$ cat src/hw/rtl/gbasd_pkg.sv
// Shared types, constants and the axis conditioning function for the
// gamepad button age and stick deadzone block. No dependencies.
`timescale 1ns / 1ps
`default_nettype none

package gbasd_pkg;

  // register file geometry
  localparam int CFG_W       = 7;
  localparam int CFG_INDEX_W = 1;

  typedef enum logic [CFG_INDEX_W-1:0] {
    REG_DEADZONE   = 1'b0,
    REG_AXIS_LIMIT = 1'b1
  } cfg_reg_t;

  localparam logic [CFG_W-1:0] DEADZONE_RESET   = 7'd10;
  localparam logic [CFG_W-1:0] AXIS_LIMIT_RESET = 7'd64;

  // counter constants
  localparam logic [7:0] AGE_RESET = 8'd250;
  localparam logic [7:0] COUNT_MAX = 8'd255;

  // square root unit: 15-bit radicand, one result bit per step
  localparam int RAD_W      = 15;
  localparam int ROOT_STEPS = 8;

  // controller to datapath
  typedef struct packed {
    logic load;        // capture the input word
    logic cond;        // register conditioned axes
    logic scan_start;  // start the per-button counter scan
    logic square;      // register axis squares
    logic root_start;  // launch both square roots
    logic out_load;    // move results to the output register
  } ctrl_cmd_t;

  // datapath to controller
  typedef struct packed {
    logic scan_busy;
    logic root_busy;
    logic out_free;
  } dp_status_t;

  // Deadzone removal and clamp. v is the raw (possibly negated) axis,
  // range -128..128.
  function automatic logic signed [7:0] condition_axis(
    input logic signed [8:0] v,
    input logic [CFG_W-1:0]  dz,
    input logic [CFG_W-1:0]  rg
  );
    logic signed [9:0] w;
    logic signed [9:0] d;
    logic signed [9:0] r;
    logic signed [9:0] t;
    logic [8:0]        a;
    w = {v[8], v};
    d = {3'b000, dz};
    r = {3'b000, rg};
    a = v[8] ? 9'(-v) : v;
    if (a < {2'b00, dz}) begin
      t = '0;
    end else if (w > 10'sd0) begin
      t = w - d;
      if (t > r) t = r;
    end else begin
      t = w + d;
      if (t < -r) t = -r;
    end
    return t[7:0];
  endfunction

endpackage

`default_nettype wire

$ cat src/hw/rtl/gbasd_isqrt.sv
// Iterative integer square root, two radicand bits per cycle.
// Depends on gbasd_pkg.
`timescale 1ns / 1ps
`default_nettype none

module gbasd_isqrt import gbasd_pkg::*; (
  input  wire logic             clk,
  input  wire logic             rst,
  input  wire logic             start,
  input  wire logic [RAD_W-1:0] n,
  output logic                  busy,
  output logic [7:0]            root
);

  localparam int CNT_W = $clog2(ROOT_STEPS);

  logic [15:0]      rem;
  logic [15:0]      res;
  logic [15:0]      bit_r;
  logic [CNT_W-1:0] cnt;
  logic [15:0]      trial;

  assign trial = res + bit_r;

  // control: step count and busy flag
  always_ff @(posedge clk) begin
    if (rst) begin
      busy <= 1'b0;
      cnt  <= '0;
    end else if (start) begin
      busy <= 1'b1;
      cnt  <= '0;
    end else if (busy) begin
      cnt <= cnt + 1'b1;
      if (cnt == CNT_W'(ROOT_STEPS - 1)) busy <= 1'b0;
    end
  end

  // one digit-pair step of the restoring root
  always_ff @(posedge clk) begin
    if (start) begin
      rem   <= 16'(n);
      res   <= '0;
      bit_r <= 16'h4000;
    end else if (busy) begin
      if (rem >= trial) begin
        rem <= rem - trial;
        res <= (res >> 1) + bit_r;
      end else begin
        res <= res >> 1;
      end
      bit_r <= bit_r >> 2;
    end
  end

  assign root = res[7:0];

endmodule

`default_nettype wire

$ cat src/hw/rtl/gbasd_ctrl.sv
// Controller state machine: input handshake and sequencing of the datapath.
// Depends on gbasd_pkg.
`timescale 1ns / 1ps
`default_nettype none

module gbasd_ctrl import gbasd_pkg::*; (
  input  wire logic       clk,
  input  wire logic       rst,
  input  wire logic       in_valid,
  output logic            in_stall,
  input  wire dp_status_t status,
  output ctrl_cmd_t       cmd
);

  typedef enum logic [4:0] {
    ST_IDLE   = 5'b00001,
    ST_COND   = 5'b00010,
    ST_SQUARE = 5'b00100,
    ST_ROOT   = 5'b01000,
    ST_WAIT   = 5'b10000
  } state_t;

  state_t state;
  state_t state_next;

  assign in_stall = (state != ST_IDLE);

  // next state and commands
  always_comb begin
    state_next = state;
    cmd        = '0;
    unique case (state)
      ST_IDLE: begin
        if (in_valid) begin
          cmd.load   = 1'b1;
          state_next = ST_COND;
        end
      end
      ST_COND: begin
        cmd.cond       = 1'b1;
        cmd.scan_start = 1'b1;
        state_next     = ST_SQUARE;
      end
      ST_SQUARE: begin
        cmd.square = 1'b1;
        state_next = ST_ROOT;
      end
      ST_ROOT: begin
        cmd.root_start = 1'b1;
        state_next     = ST_WAIT;
      end
      ST_WAIT: begin
        if (!status.scan_busy && !status.root_busy && status.out_free) begin
          cmd.out_load = 1'b1;
          state_next   = ST_IDLE;
        end
      end
      default: state_next = ST_IDLE;
    endcase
  end

  always_ff @(posedge clk) begin
    if (rst) state <= ST_IDLE;
    else     state <= state_next;
  end

endmodule

`default_nettype wire

$ cat src/hw/rtl/gbasd_datapath.sv
// Datapath: config registers, axis conditioning, squares, two root units,
// counter memory scan and the output register. Depends on gbasd_pkg and
// gbasd_isqrt.
`timescale 1ns / 1ps
`default_nettype none

module gbasd_datapath import gbasd_pkg::*; #(
  parameter int BUTTONS = 16,
  parameter int SLOTS   = 4
) (
  input  wire logic                   clk,
  input  wire logic                   rst,
  // config
  input  wire logic                   wr_en,
  input  wire logic [CFG_INDEX_W-1:0] wr_index,
  input  wire logic [CFG_W-1:0]       wr_data,
  // input word
  input  wire logic [1:0]             slot,
  input  wire logic [15:0]            pressed_mask,
  input  wire logic [15:0]            held_mask,
  input  wire logic signed [7:0]      main_x,
  input  wire logic signed [7:0]      main_y,
  input  wire logic signed [7:0]      aux_x,
  input  wire logic signed [7:0]      aux_y,
  input  wire logic [3:0]             query_button,
  // control
  input  wire ctrl_cmd_t              cmd,
  output dp_status_t                  status,
  // output word
  output logic                        out_valid,
  input  wire logic                   out_stall,
  output logic signed [7:0]           main_x_out,
  output logic signed [7:0]           main_y_out,
  output logic signed [7:0]           aux_x_out,
  output logic signed [7:0]           aux_y_out,
  output logic [7:0]                  main_magnitude,
  output logic [7:0]                  aux_magnitude,
  output logic [7:0]                  press_age,
  output logic [7:0]                  held_frames
);

  localparam int DEPTH = SLOTS * BUTTONS;
  localparam int AW    = (DEPTH > 1) ? $clog2(DEPTH) : 1;
  localparam int IW    = (BUTTONS > 1) ? $clog2(BUTTONS) : 1;

  // config registers
  logic [CFG_W-1:0] deadzone;
  logic [CFG_W-1:0] axis_limit;

  always_ff @(posedge clk) begin
    if (rst) begin
      deadzone   <= DEADZONE_RESET;
      axis_limit <= AXIS_LIMIT_RESET;
    end else if (wr_en) begin
      unique case (cfg_reg_t'(wr_index))
        REG_DEADZONE:   deadzone   <= wr_data;
        REG_AXIS_LIMIT: axis_limit <= wr_data;
        default: ;
      endcase
    end
  end

  // captured input word
  logic [1:0]        slot_r;
  logic [15:0]       pmask_r;
  logic [15:0]       hmask_r;
  logic signed [7:0] mx_r, my_r, ax_r, ay_r;
  logic [3:0]        query_r;

  always_ff @(posedge clk) begin
    if (cmd.load) begin
      slot_r  <= slot;
      pmask_r <= pressed_mask;
      hmask_r <= held_mask;
      mx_r    <= main_x;
      my_r    <= main_y;
      ax_r    <= aux_x;
      ay_r    <= aux_y;
      query_r <= query_button;
    end
  end

  // axis conditioning, Y negated so up is positive
  logic signed [8:0] mx9, my9, ax9, ay9;
  logic signed [7:0] mx_c, my_c, ax_c, ay_c;

  always_comb begin
    mx9 = 9'(mx_r);
    my9 = -(9'(my_r));
    ax9 = 9'(ax_r);
    ay9 = -(9'(ay_r));
  end

  always_ff @(posedge clk) begin
    if (cmd.cond) begin
      mx_c <= condition_axis(mx9, deadzone, axis_limit);
      my_c <= condition_axis(my9, deadzone, axis_limit);
      ax_c <= condition_axis(ax9, deadzone, axis_limit);
      ay_c <= condition_axis(ay9, deadzone, axis_limit);
    end
  end

  // squares of the conditioned axes
  logic signed [15:0] mxx, myy, axx, ayy;
  logic [13:0]        mxx_r, myy_r, axx_r, ayy_r;

  always_comb begin
    mxx = mx_c * mx_c;
    myy = my_c * my_c;
    axx = ax_c * ax_c;
    ayy = ay_c * ay_c;
  end

  always_ff @(posedge clk) begin
    if (cmd.square) begin
      mxx_r <= mxx[13:0];
      myy_r <= myy[13:0];
      axx_r <= axx[13:0];
      ayy_r <= ayy[13:0];
    end
  end

  // stick magnitudes
  logic       main_busy, aux_busy;
  logic [7:0] main_root, aux_root;

  gbasd_isqrt u_main_root (
    .clk   (clk),
    .rst   (rst),
    .start (cmd.root_start),
    .n     (RAD_W'(mxx_r) + RAD_W'(myy_r)),
    .busy  (main_busy),
    .root  (main_root)
  );

  gbasd_isqrt u_aux_root (
    .clk   (clk),
    .rst   (rst),
    .start (cmd.root_start),
    .n     (RAD_W'(axx_r) + RAD_W'(ayy_r)),
    .busy  (aux_busy),
    .root  (aux_root)
  );

  // counter scan: read stage then update/write stage, one button a cycle
  logic          slot_ok;
  logic          rd_active;
  logic [IW-1:0] rd_idx;
  logic [AW-1:0] rd_addr;
  logic          wr_active;
  logic [IW-1:0] wr_idx;
  logic [AW-1:0] wr_addr;

  assign slot_ok = (32'(slot_r) < SLOTS);
  assign rd_addr = AW'(32'(slot_r) * BUTTONS + 32'(rd_idx));

  always_ff @(posedge clk) begin
    if (rst) begin
      rd_active <= 1'b0;
      wr_active <= 1'b0;
      rd_idx    <= '0;
    end else begin
      wr_active <= rd_active;
      if (cmd.scan_start) begin
        rd_active <= slot_ok;
        rd_idx    <= '0;
      end else if (rd_active) begin
        if (rd_idx == IW'(BUTTONS - 1)) rd_active <= 1'b0;
        else                            rd_idx    <= rd_idx + 1'b1;
      end
    end
  end

  always_ff @(posedge clk) begin
    if (rd_active) begin
      wr_idx  <= rd_idx;
      wr_addr <= rd_addr;
    end
  end

  // counter memory with per-entry valid bits for the reset values
  logic [15:0] mem [DEPTH];
  logic [DEPTH-1:0] valid;
  logic [15:0] rd_data;
  logic        rd_ok;
  logic [7:0]  age_cur, held_cur;
  logic [7:0]  age_new, held_new;
  logic [31:0] pm_ext, hm_ext;
  logic        p_bit, h_bit;

  always_ff @(posedge clk) begin
    if (wr_active) mem[wr_addr] <= {age_new, held_new};
    if (rd_active) begin
      rd_data <= mem[rd_addr];
      rd_ok   <= valid[rd_addr];
    end
  end

  always_ff @(posedge clk) begin
    if (rst)            valid          <= '0;
    else if (wr_active) valid[wr_addr] <= 1'b1;
  end

  // saturating counter update; buttons 16 to 31 see no mask bits, index 32 and up wraps
  always_comb begin
    pm_ext   = 32'(pmask_r);
    hm_ext   = 32'(hmask_r);
    p_bit    = pm_ext[5'(wr_idx)];
    h_bit    = hm_ext[5'(wr_idx)];
    age_cur  = rd_ok ? rd_data[15:8] : AGE_RESET;
    held_cur = rd_ok ? rd_data[7:0]  : 8'd0;
    if (p_bit)                    age_new = 8'd0;
    else if (age_cur < COUNT_MAX) age_new = age_cur + 8'd1;
    else                          age_new = age_cur;
    if (!h_bit)                    held_new = 8'd0;
    else if (held_cur < COUNT_MAX) held_new = held_cur + 8'd1;
    else                           held_new = held_cur;
  end

  // queried button capture, zero if never matched
  logic [7:0] q_age, q_held;

  always_ff @(posedge clk) begin
    if (cmd.scan_start) begin
      q_age  <= '0;
      q_held <= '0;
    end else if (wr_active && (6'(query_r) == 6'(wr_idx))) begin
      q_age  <= age_new;
      q_held <= held_new;
    end
  end

  // output register
  always_ff @(posedge clk) begin
    if (rst)               out_valid <= 1'b0;
    else if (cmd.out_load) out_valid <= 1'b1;
    else if (!out_stall)   out_valid <= 1'b0;
  end

  always_ff @(posedge clk) begin
    if (cmd.out_load) begin
      main_x_out     <= mx_c;
      main_y_out     <= my_c;
      aux_x_out      <= ax_c;
      aux_y_out      <= ay_c;
      main_magnitude <= main_root;
      aux_magnitude  <= aux_root;
      press_age      <= q_age;
      held_frames    <= q_held;
    end
  end

  // status back to the controller
  always_comb begin
    status.scan_busy = rd_active || wr_active;
    status.root_busy = main_busy || aux_busy;
    status.out_free  = !out_valid || !out_stall;
  end

endmodule

`default_nettype wire

$ cat src/hw/rtl/gamepad_button_age_and_stick_deadzone.sv
// Top level of the gamepad button age and stick deadzone block.
// Depends on gbasd_pkg, gbasd_ctrl, gbasd_datapath (and gbasd_isqrt).
//
//   channel  direction  handshake               payload
//   input    in         in_valid / in_stall     slot, masks, four axes, query_button
//   output   out        out_valid / out_stall   four axes, two magnitudes, age, held
//   config   in         wr_en                   wr_index, wr_data
//
// Between one accept and the next, the counter memory scan visits one button
// per cycle and the two root units need 8 steps. Reset is synchronous; it
// sets the config registers to their defaults, clears the controller state
// and out_valid, and marks every counter entry as at its reset value at once.
// A result waits in the output register while out_stall is high; the next
// frame is still accepted and processed, and only its final transfer waits.
`timescale 1ns / 1ps
`default_nettype none

module gamepad_button_age_and_stick_deadzone import gbasd_pkg::*; #(
  parameter int BUTTONS = 16,
  parameter int SLOTS   = 4
) (
  input  wire logic                   clk,
  input  wire logic                   rst,
  // config
  input  wire logic                   wr_en,
  input  wire logic [CFG_INDEX_W-1:0] wr_index,
  input  wire logic [CFG_W-1:0]       wr_data,
  // input channel
  input  wire logic                   in_valid,
  output logic                        in_stall,
  input  wire logic [1:0]             slot,
  input  wire logic [15:0]            pressed_mask,
  input  wire logic [15:0]            held_mask,
  input  wire logic signed [7:0]      main_x,
  input  wire logic signed [7:0]      main_y,
  input  wire logic signed [7:0]      aux_x,
  input  wire logic signed [7:0]      aux_y,
  input  wire logic [3:0]             query_button,
  // output channel
  output logic                        out_valid,
  input  wire logic                   out_stall,
  output logic signed [7:0]           main_x_out,
  output logic signed [7:0]           main_y_out,
  output logic signed [7:0]           aux_x_out,
  output logic signed [7:0]           aux_y_out,
  output logic [7:0]                  main_magnitude,
  output logic [7:0]                  aux_magnitude,
  output logic [7:0]                  press_age,
  output logic [7:0]                  held_frames
);

  ctrl_cmd_t  cmd;
  dp_status_t status;

  gbasd_ctrl u_ctrl (
    .clk      (clk),
    .rst      (rst),
    .in_valid (in_valid),
    .in_stall (in_stall),
    .status   (status),
    .cmd      (cmd)
  );

  gbasd_datapath #(
    .BUTTONS (BUTTONS),
    .SLOTS   (SLOTS)
  ) u_datapath (
    .clk            (clk),
    .rst            (rst),
    .wr_en          (wr_en),
    .wr_index       (wr_index),
    .wr_data        (wr_data),
    .slot           (slot),
    .pressed_mask   (pressed_mask),
    .held_mask      (held_mask),
    .main_x         (main_x),
    .main_y         (main_y),
    .aux_x          (aux_x),
    .aux_y          (aux_y),
    .query_button   (query_button),
    .cmd            (cmd),
    .status         (status),
    .out_valid      (out_valid),
    .out_stall      (out_stall),
    .main_x_out     (main_x_out),
    .main_y_out     (main_y_out),
    .aux_x_out      (aux_x_out),
    .aux_y_out      (aux_y_out),
    .main_magnitude (main_magnitude),
    .aux_magnitude  (aux_magnitude),
    .press_age      (press_age),
    .held_frames    (held_frames)
  );

endmodule

`default_nettype wire
$ cat config.mk
export PLATFORM = sky130hd
export DESIGN_NAME = gamepad_button_age_and_stick_deadzone
export DESIGN_NICKNAME = d
export VERILOG_FILES = /design/src/hw/rtl/gbasd_pkg.sv /design/src/hw/rtl/gbasd_isqrt.sv /design/src/hw/rtl/gbasd_ctrl.sv /design/src/hw/rtl/gbasd_datapath.sv /design/src/hw/rtl/gamepad_button_age_and_stick_deadzone.sv
export SDC_FILE = /design/constraint.sdc
export NUM_CORES = 2
export LEC_CHECK = 0
export ABC_AREA = 1
export BUFFER_PORTS_ARGS = -buffer_cell sky130_fd_sc_hd__buf_2
export CORE_ASPECT_RATIO = 1.2
export CORE_UTILIZATION = 65
export CTS_CLUSTER_SIZE = 20
export DETAILED_ROUTE_END_ITERATION = 12
export PLACE_DENSITY = 0.82
export REMOVE_ABC_BUFFERS = 1
export SLEW_MARGIN = 20
export SYNTH_ARGS = -nofsm -noshare
export SYNTH_HDL_FRONTEND = slang
export SYNTH_SLANG_ARGS = --single-unit
$ cat constraint.sdc
create_clock -name clk -period 8.6 [get_ports clk]
set_input_delay 0.43 -clock clk [delete_from_list [all_inputs] [get_ports clk]]
set_output_delay 0.43 -clock clk [all_outputs]
set_load 0.02 [all_outputs]
# After elaboration in Yosys (flattened, before gate mapping)

Memories as Yosys holds them, arrays and structs flattened. A register that Yosys moved wholly into a read port is not among the register bits.
Index checks and enable logic that the tools add are counted.

Input port bits: 83
Word-level logic and storage cells: 209
Memories: 1
Register bits: 427
Bits in writable memories: 1024
Output and inout bits: 66

Equal/unequal tests: 13
Add/sub/neg operators: 29
Multipliers: 4
Reductions and logical operators: 25
Mux-type cells: 61
Bitwise gates (word level): 3
$lt $le $gt $ge: 24

Memory list:

| name           | words | width | rd ports | clocked after memory_dff | write ports | RTL line              | text |
|---|---|---|---|---|---|---|---|
| u_datapath.mem | 64    | 16    | 1        | 1                        | 1           | gbasd_datapath.sv:182 | `logic [15:0] mem [DEPTH];` |

Operators with widths:

| cell                                                                            | number |
|---|---|
| 8-bit 2-to-1 mux                                                                | 18 |
| 15-bit 2-to-1 mux                                                               | 6 |
| 64-bit bitwise OR                                                               | 1 |
| 8-bit by 8-bit multiplier with 14-bit output                                    | 4 |
| 9-bit by 7-bit less-than comparator with 1-bit output                           | 4 |
| 9-bit 2-to-1 mux                                                                | 4 |
| 8-bit negator with 9-bit output                                                 | 4 |
| 15-bit by 15-bit adder with 16-bit output                                       | 2 |
| 16-bit by 15-bit adder with 16-bit output                                       | 2 |
| 16-bit >= comparator                                                            | 2 |
| 16-bit 2-to-1 mux                                                               | 2 |
| 16-bit subtractor                                                               | 2 |
| 14-bit by 14-bit adder with 15-bit output                                       | 2 |
| 5-bit one-hot mux with 5 select lines                                           | 1 |
| 1-bit 2-to-1 mux                                                                | 23 |
| 9-bit by 8-bit adder with 10-bit output                                         | 2 |
| 10-bit by 8-bit greater-than comparator with 1-bit output                       | 2 |
| 10-bit less-than comparator                                                     | 2 |
| 9-bit by 10-bit less-than comparator with 1-bit output                          | 2 |
| 9-bit by 8-bit subtractor with 10-bit output                                    | 2 |
| 8-bit by 8-bit adder with 9-bit output                                          | 2 |
| 9-bit by 1-bit greater-than comparator with 1-bit output, second input constant | 2 |
| 9-bit by 8-bit greater-than comparator with 1-bit output                        | 2 |
| 9-bit negator                                                                   | 2 |
| 34 further kinds                                                                | 64 |

# Logic depth before layout (Yosys ltp)

Depth after elaboration: 7
Gate-level depth with buffers: 29
Mapped depth without buffers: 29

# Cells and area by module

From an unflattened synthesis, not the netlist that was laid out.

Cells, all modules: 7392
Area total of the unflattened synthesis: 75581.2 um^2

By module, submodules not included:

| module                               | cells an instance | times used | area an instance (um^2) | seq. area each (um^2) |
|---|---|---|---|---|
| gbasd_datapath                       | 6125              | 1          | 67176.9                 | 40008.4 |
| gbasd_isqrt (u_datapath.u_aux_root)  | 610               | 1          | 4110.2                  | 1031.0 |
| gbasd_isqrt (u_datapath.u_main_root) | 609               | 1          | 3965.1                  | 1031.0 |
| gbasd_ctrl                           | 48                | 1          | 329.1                   | 100.1 |

# Worst setup path after synthesis

OpenSTA, ideal clock, no wires.

Path kind: reg2reg
Start: reg u_ctrl.state[2]
End: reg u_datapath.ax_r[0], enable pin
Period minus slack after synthesis: 4.510 ns
Path slack: 4.090 ns
Arrival time: 4.011 ns
Data required time: 8.101 ns
Setup time: 0.499 ns
Stages on the path, launching flop included: 6
Path buffers: 0
Cell sequence: dfxtp_1 > nor2_1 > inv_1 > nor4_1 > inv_1 > nor2_1

RTL lines:

| item                   | RTL line             | text |
|---|---|---|
| start, declared        | gbasd_ctrl.sv:23     | `state_t state;` |
| start signal, assigned | gbasd_ctrl.sv:64     | `else state <= state_next;` |
| end signal, assigned   | gbasd_datapath.sv:77 | `ax_r <= aux_x;` |
| end, declared          | gbasd_datapath.sv:67 | `logic signed [7:0] mx_r, my_r, ax_r, ay_r;` |

# Worst setup path after layout

Start: reg u_datapath.my_c[1]
End: reg u_datapath.myy_r[12] (data pin)

Longest elaborated chain between the ends: 1

RTL lines:

| item                                         | RTL line              | text |
|---|---|---|
| start, declared                              | gbasd_datapath.sv:85  | `logic signed [7:0] mx_c, my_c, ax_c, ay_c;` |
| start signal, assigned                       | gbasd_datapath.sv:97  | `my_c <= condition_axis(my9, deadzone, axis_limit);` |
| 8-bit by 8-bit multiplier with 14-bit output | gbasd_datapath.sv:109 | `myy = my_c * my_c;` |
| via u_datapath.myy[12]                       | gbasd_datapath.sv:104 | `logic signed [15:0] mxx, myy, axx, ayy;` |
| end signal, assigned                         | gbasd_datapath.sv:117 | `myy_r <= myy[13:0];` |
| end, declared                                | gbasd_datapath.sv:105 | `logic [13:0] mxx_r, myy_r, axx_r, ayy_r;` |

The timed path passes the listed nets, and every way through them passes these cells.
A chain may end at the register's enable or synchronous reset.

==> impl_metrics.tcl <==
set metrics [dict create \
    status "finished, final reports clean" \
    worst-path-buf-inv 3 \
    gp_congestion 0.951 \
    cp.required_ns 9.15 \
    cts_tree "built" \
    finalHoldViolations 0 \
    nNetsFinal 7942 \
    cts_buffer_depth 3 \
    htreeDepth 4 \
    period_needed_ns 4.51 \
    synth_common_cells "1295 x edfxtp_1, 1004 x nand2_1, 998 x nor2_1" \
    cp-end-kind "register" \
    synthCells 7192 \
    p_leak_nw 32.6 \
    switching_share 0.284 \
    cp_top_family "adder cells" \
    synth.distinct_cells 62 \
    clock_skew_ns 0.0404 \
    yosys.area.top_type "edfxtp_1" \
    postCtsSetupBuffers 0 \
    peakVddDrop_uv 203 \
    drt_pre_antenna_iters 6 \
    routedWlPerCell_um 21.9 \
    chipWidth_um 311 \
    setup_ws_ns 4.09 \
    fmax_mhz 222 \
    grt_max_degree 207 \
    intPower_mw 12.9 \
    seq_area_frac_synth 0.566 \
    synth-edff-count 1295 \
    clk_pin_slew_ns 0.06 \
    setup_viol 0 \
    yosys.area.top_type_share 0.522 \
    max_cap_violations 0 \
    setup.worst_path.class "reg2reg" \
    ant_nets 0 \
    initial_core_util 0.658 \
    holdCritPathClass "in2reg" \
    drive_gt1_frac 0.0801 \
    pwr-share-comb 0.191 \
    cpMaxStageDelayCell "edfxtp_1" \
    pwr_density_cell_nw_per_um2 218 \
    die_h_um 373 \
    holdCritStartpoint "in_valid" \
    rr_startpoint "u_datapath.my_c[1]$_SDFFCE_PN0P_" \
    totalWireLength_um 196000 \
    core_area_um2 113000 \
    relSlewSlack 0.241 \
    clkLatencyLatePin_ns 0.80 \
    hpwl_um 122000 \
    num_rows 135 \
    synthTopCellsByArea "edfxtp_1 52%, ha_1 5.7%, nand2_1 5.1%, nor2_1 5.0%, fa_1 4.6%" \
    dp_slack_ns 4.08 \
    slew_viol_final 0 \
    tightest_slew_ns 1.14 \
    drt_drc_violations_left 0 \
    clkPwrFrac 0.359 \
    first_iter_violations 7323 \
    crit_start "u_datapath.my_c[1]$_SDFFCE_PN0P_" \
    dieArea_um2 116000 \
    cts_buffers 143 \
    via_count 55500 \
    crit_arrival_ns 5.06 \
    path_cells "nand2_1, fa_1, inv_1, fa_1, fa_1, inv_1, fa_1, inv_1, ha_1, nand2_1, o21ai_0, nand2_1, nand2_1, a21oi_1, o21ai_0, nand2_1, nand3_1, nand2_1" \
    syn2layout_area_growth_pct 10.3 \
    antenna_found_initial 4 \
    grt_pass1_vias 53800 \
    worstPathMaxFanout 11 \
    fin_crit_sh 0.524 \
    synthFlopType "edfxtp_1" \
    rsz0062_at_grt "false" \
    cpMostUsedCell "nand2_1" \
    io_buffers 148 \
    async_flop_share 0 \
    grt_overflow_total 0 \
    cts-root-buf "clkbuf_16" \
    grt_pass1_wl_um 301000 \
    track_usage 0.336 \
    syn-cell-area_um2 74500 \
    seq_power_share 0.451 \
    yosysWarnings 0 \
    power.total_mw 18.0 \
    p_switching_mw 5.11 \
    avgSynthCellArea_um2 10.4 \
    ioPinCount 149 \
    via_per_inst 6.18 \
    yosysMostFrequentCell "edfxtp_1" \
    startpoint_type "register" \
    yosys_register_bits 1459 \
    cts_sinks 1459 \
    cpPeakStageDelay_ns 0.55 \
]
what timing repair did:
| item | in CTS | in global routing |
|---|---|---|
| resized for setup | 0 | 0 |
| hold buffers | 77 | 0 |
| hold endpoints to repair | 84 | 0 |
through the flow:
stage | cell area [um^2] | TNS (ns) | util | cells | hold WS, ns
finish | 82300 | 0 | 0.726 | 8978 | 0.0690
CTS | 82200 | 0 | 0.726 | 8976 | 0.0256
floorplan | 73000 | -219.72 | - | 6868 | 0.403
global placement | 76600 | 0 | 0.676 | 8635 | 0.414
detailed placement | 76600 | 0 | 0.676 | 8635 | 0.410
global route | 82200 | 0 | 0.726 | 8976 | 0.0744
power groups by stage:
stage	Clock (mW)	Combinational (mW)	Sequential (mW)
after floorplan	0	2.38	8.24
after global placement	0	3.16	8.23
after detailed placement	0	3.28	8.24
after CTS	6.46	3.35	8.09
after global routing	6.74	3.82	8.10
final	6.44	3.42	8.10
per-layer routing:
metal  vias to the layer above  GRT usage  wire length [um]
li1                      25200          -                 -
met1                     26500      0.456             74600
met2                      3353      0.528             90000
met3                       482     0.0760             23900
met4                         4      0.134              7750
met5                         -          0                16
logic make-up after synthesis:
kind of cell	count (synthesis)	share of synthesized area
adders and majority gates	509	0.103
DFF	1459	0.566
xor gates and xnor gates	191	0.0225
and+or+nand+nor	2541	0.141
buffers and inverters	1052	0.0572
AOI/OAI and AO/OA	1440	0.111
final cells by class:
| class | instances | area, um^2 |
|---|---|---|
| Multi-Input combinational cell | 4681 | 28100 |
| Timing Repair Buffer | 337 | 2390 |
| Sequential cell | 1459 | 42200 |
| Clock inverter | 82 | 907 |
| Tap cell | 1507 | 1890 |
| Inverter | 728 | 2750 |
| Fill cell | 7536 | 31100 |
| Clock buffer | 182 | 3990 |
| Antenna cell | 2 | 5.00 |
path summary, 6_finish.rpt:
kind / endpoint / slack (ns) / cells past startpoint
worst max-delay path: u_datapath.myy_r[12]$_DFFE_PP_ / 4.09 / 18
worst min-delay path: u_ctrl.state[4]$_SDFFE_PP0P_ / 0.07 / 3
worst max register to register: u_datapath.myy_r[12]$_DFFE_PP_ / 4.09 / 18
worst min register to register: u_datapath.press_age[3]$_DFFE_PP_ / 0.44 / 0
state kept, by name (all words and copies together) (netlist names), 13 cells and up:
register / flops
u_datapath.mem: 1024
u_datapath.valid: 64
u_datapath.hmask_r: 16
u_datapath.pmask_r: 16
u_datapath.rd_data: 16
u_datapath.u_aux_root.rem: 16
u_datapath.u_aux_root.res: 16
u_datapath.u_main_root.rem: 16
u_datapath.u_main_root.res: 16
u_datapath.axx_r: 13
u_datapath.ayy_r: 13
u_datapath.mxx_r: 13
u_datapath.myy_r: 13
worst register-to-register path: cells and delay by family, from the launching register on:
family / cells / cell delay (ns)
AND/OR/NAND/NOR: 7 / 0.66
flip-flops: 1 / 0.55
AO/OA/AOI/OAI: 3 / 0.51
buffers and inverters: 3 / 0.15
adder cells (fa/ha/maj): 5 / 2.41
layout by cell type, fill, tap and decap left out, drive strengths merged, types with 39 or more instances in the layout:
cell type	netlist	final
nor3	39	39
inv	722	724
ha	337	337
xor2	118	118
nand3	353	353
clkbuf	196	182
nand4	78	78
clkinv	6	67
dfxtp	164	164
o21ai	725	725
nor2	1009	1009
o221ai	110	110
a21oi	296	296
nand2	1021	1021
o22ai	177	177
xnor2	73	73
fa	172	172
buf	128	260
edfxtp	1295	1295
dlygate4sd3	0	77
Note: power is estimated with default switching activity, not from simulation.
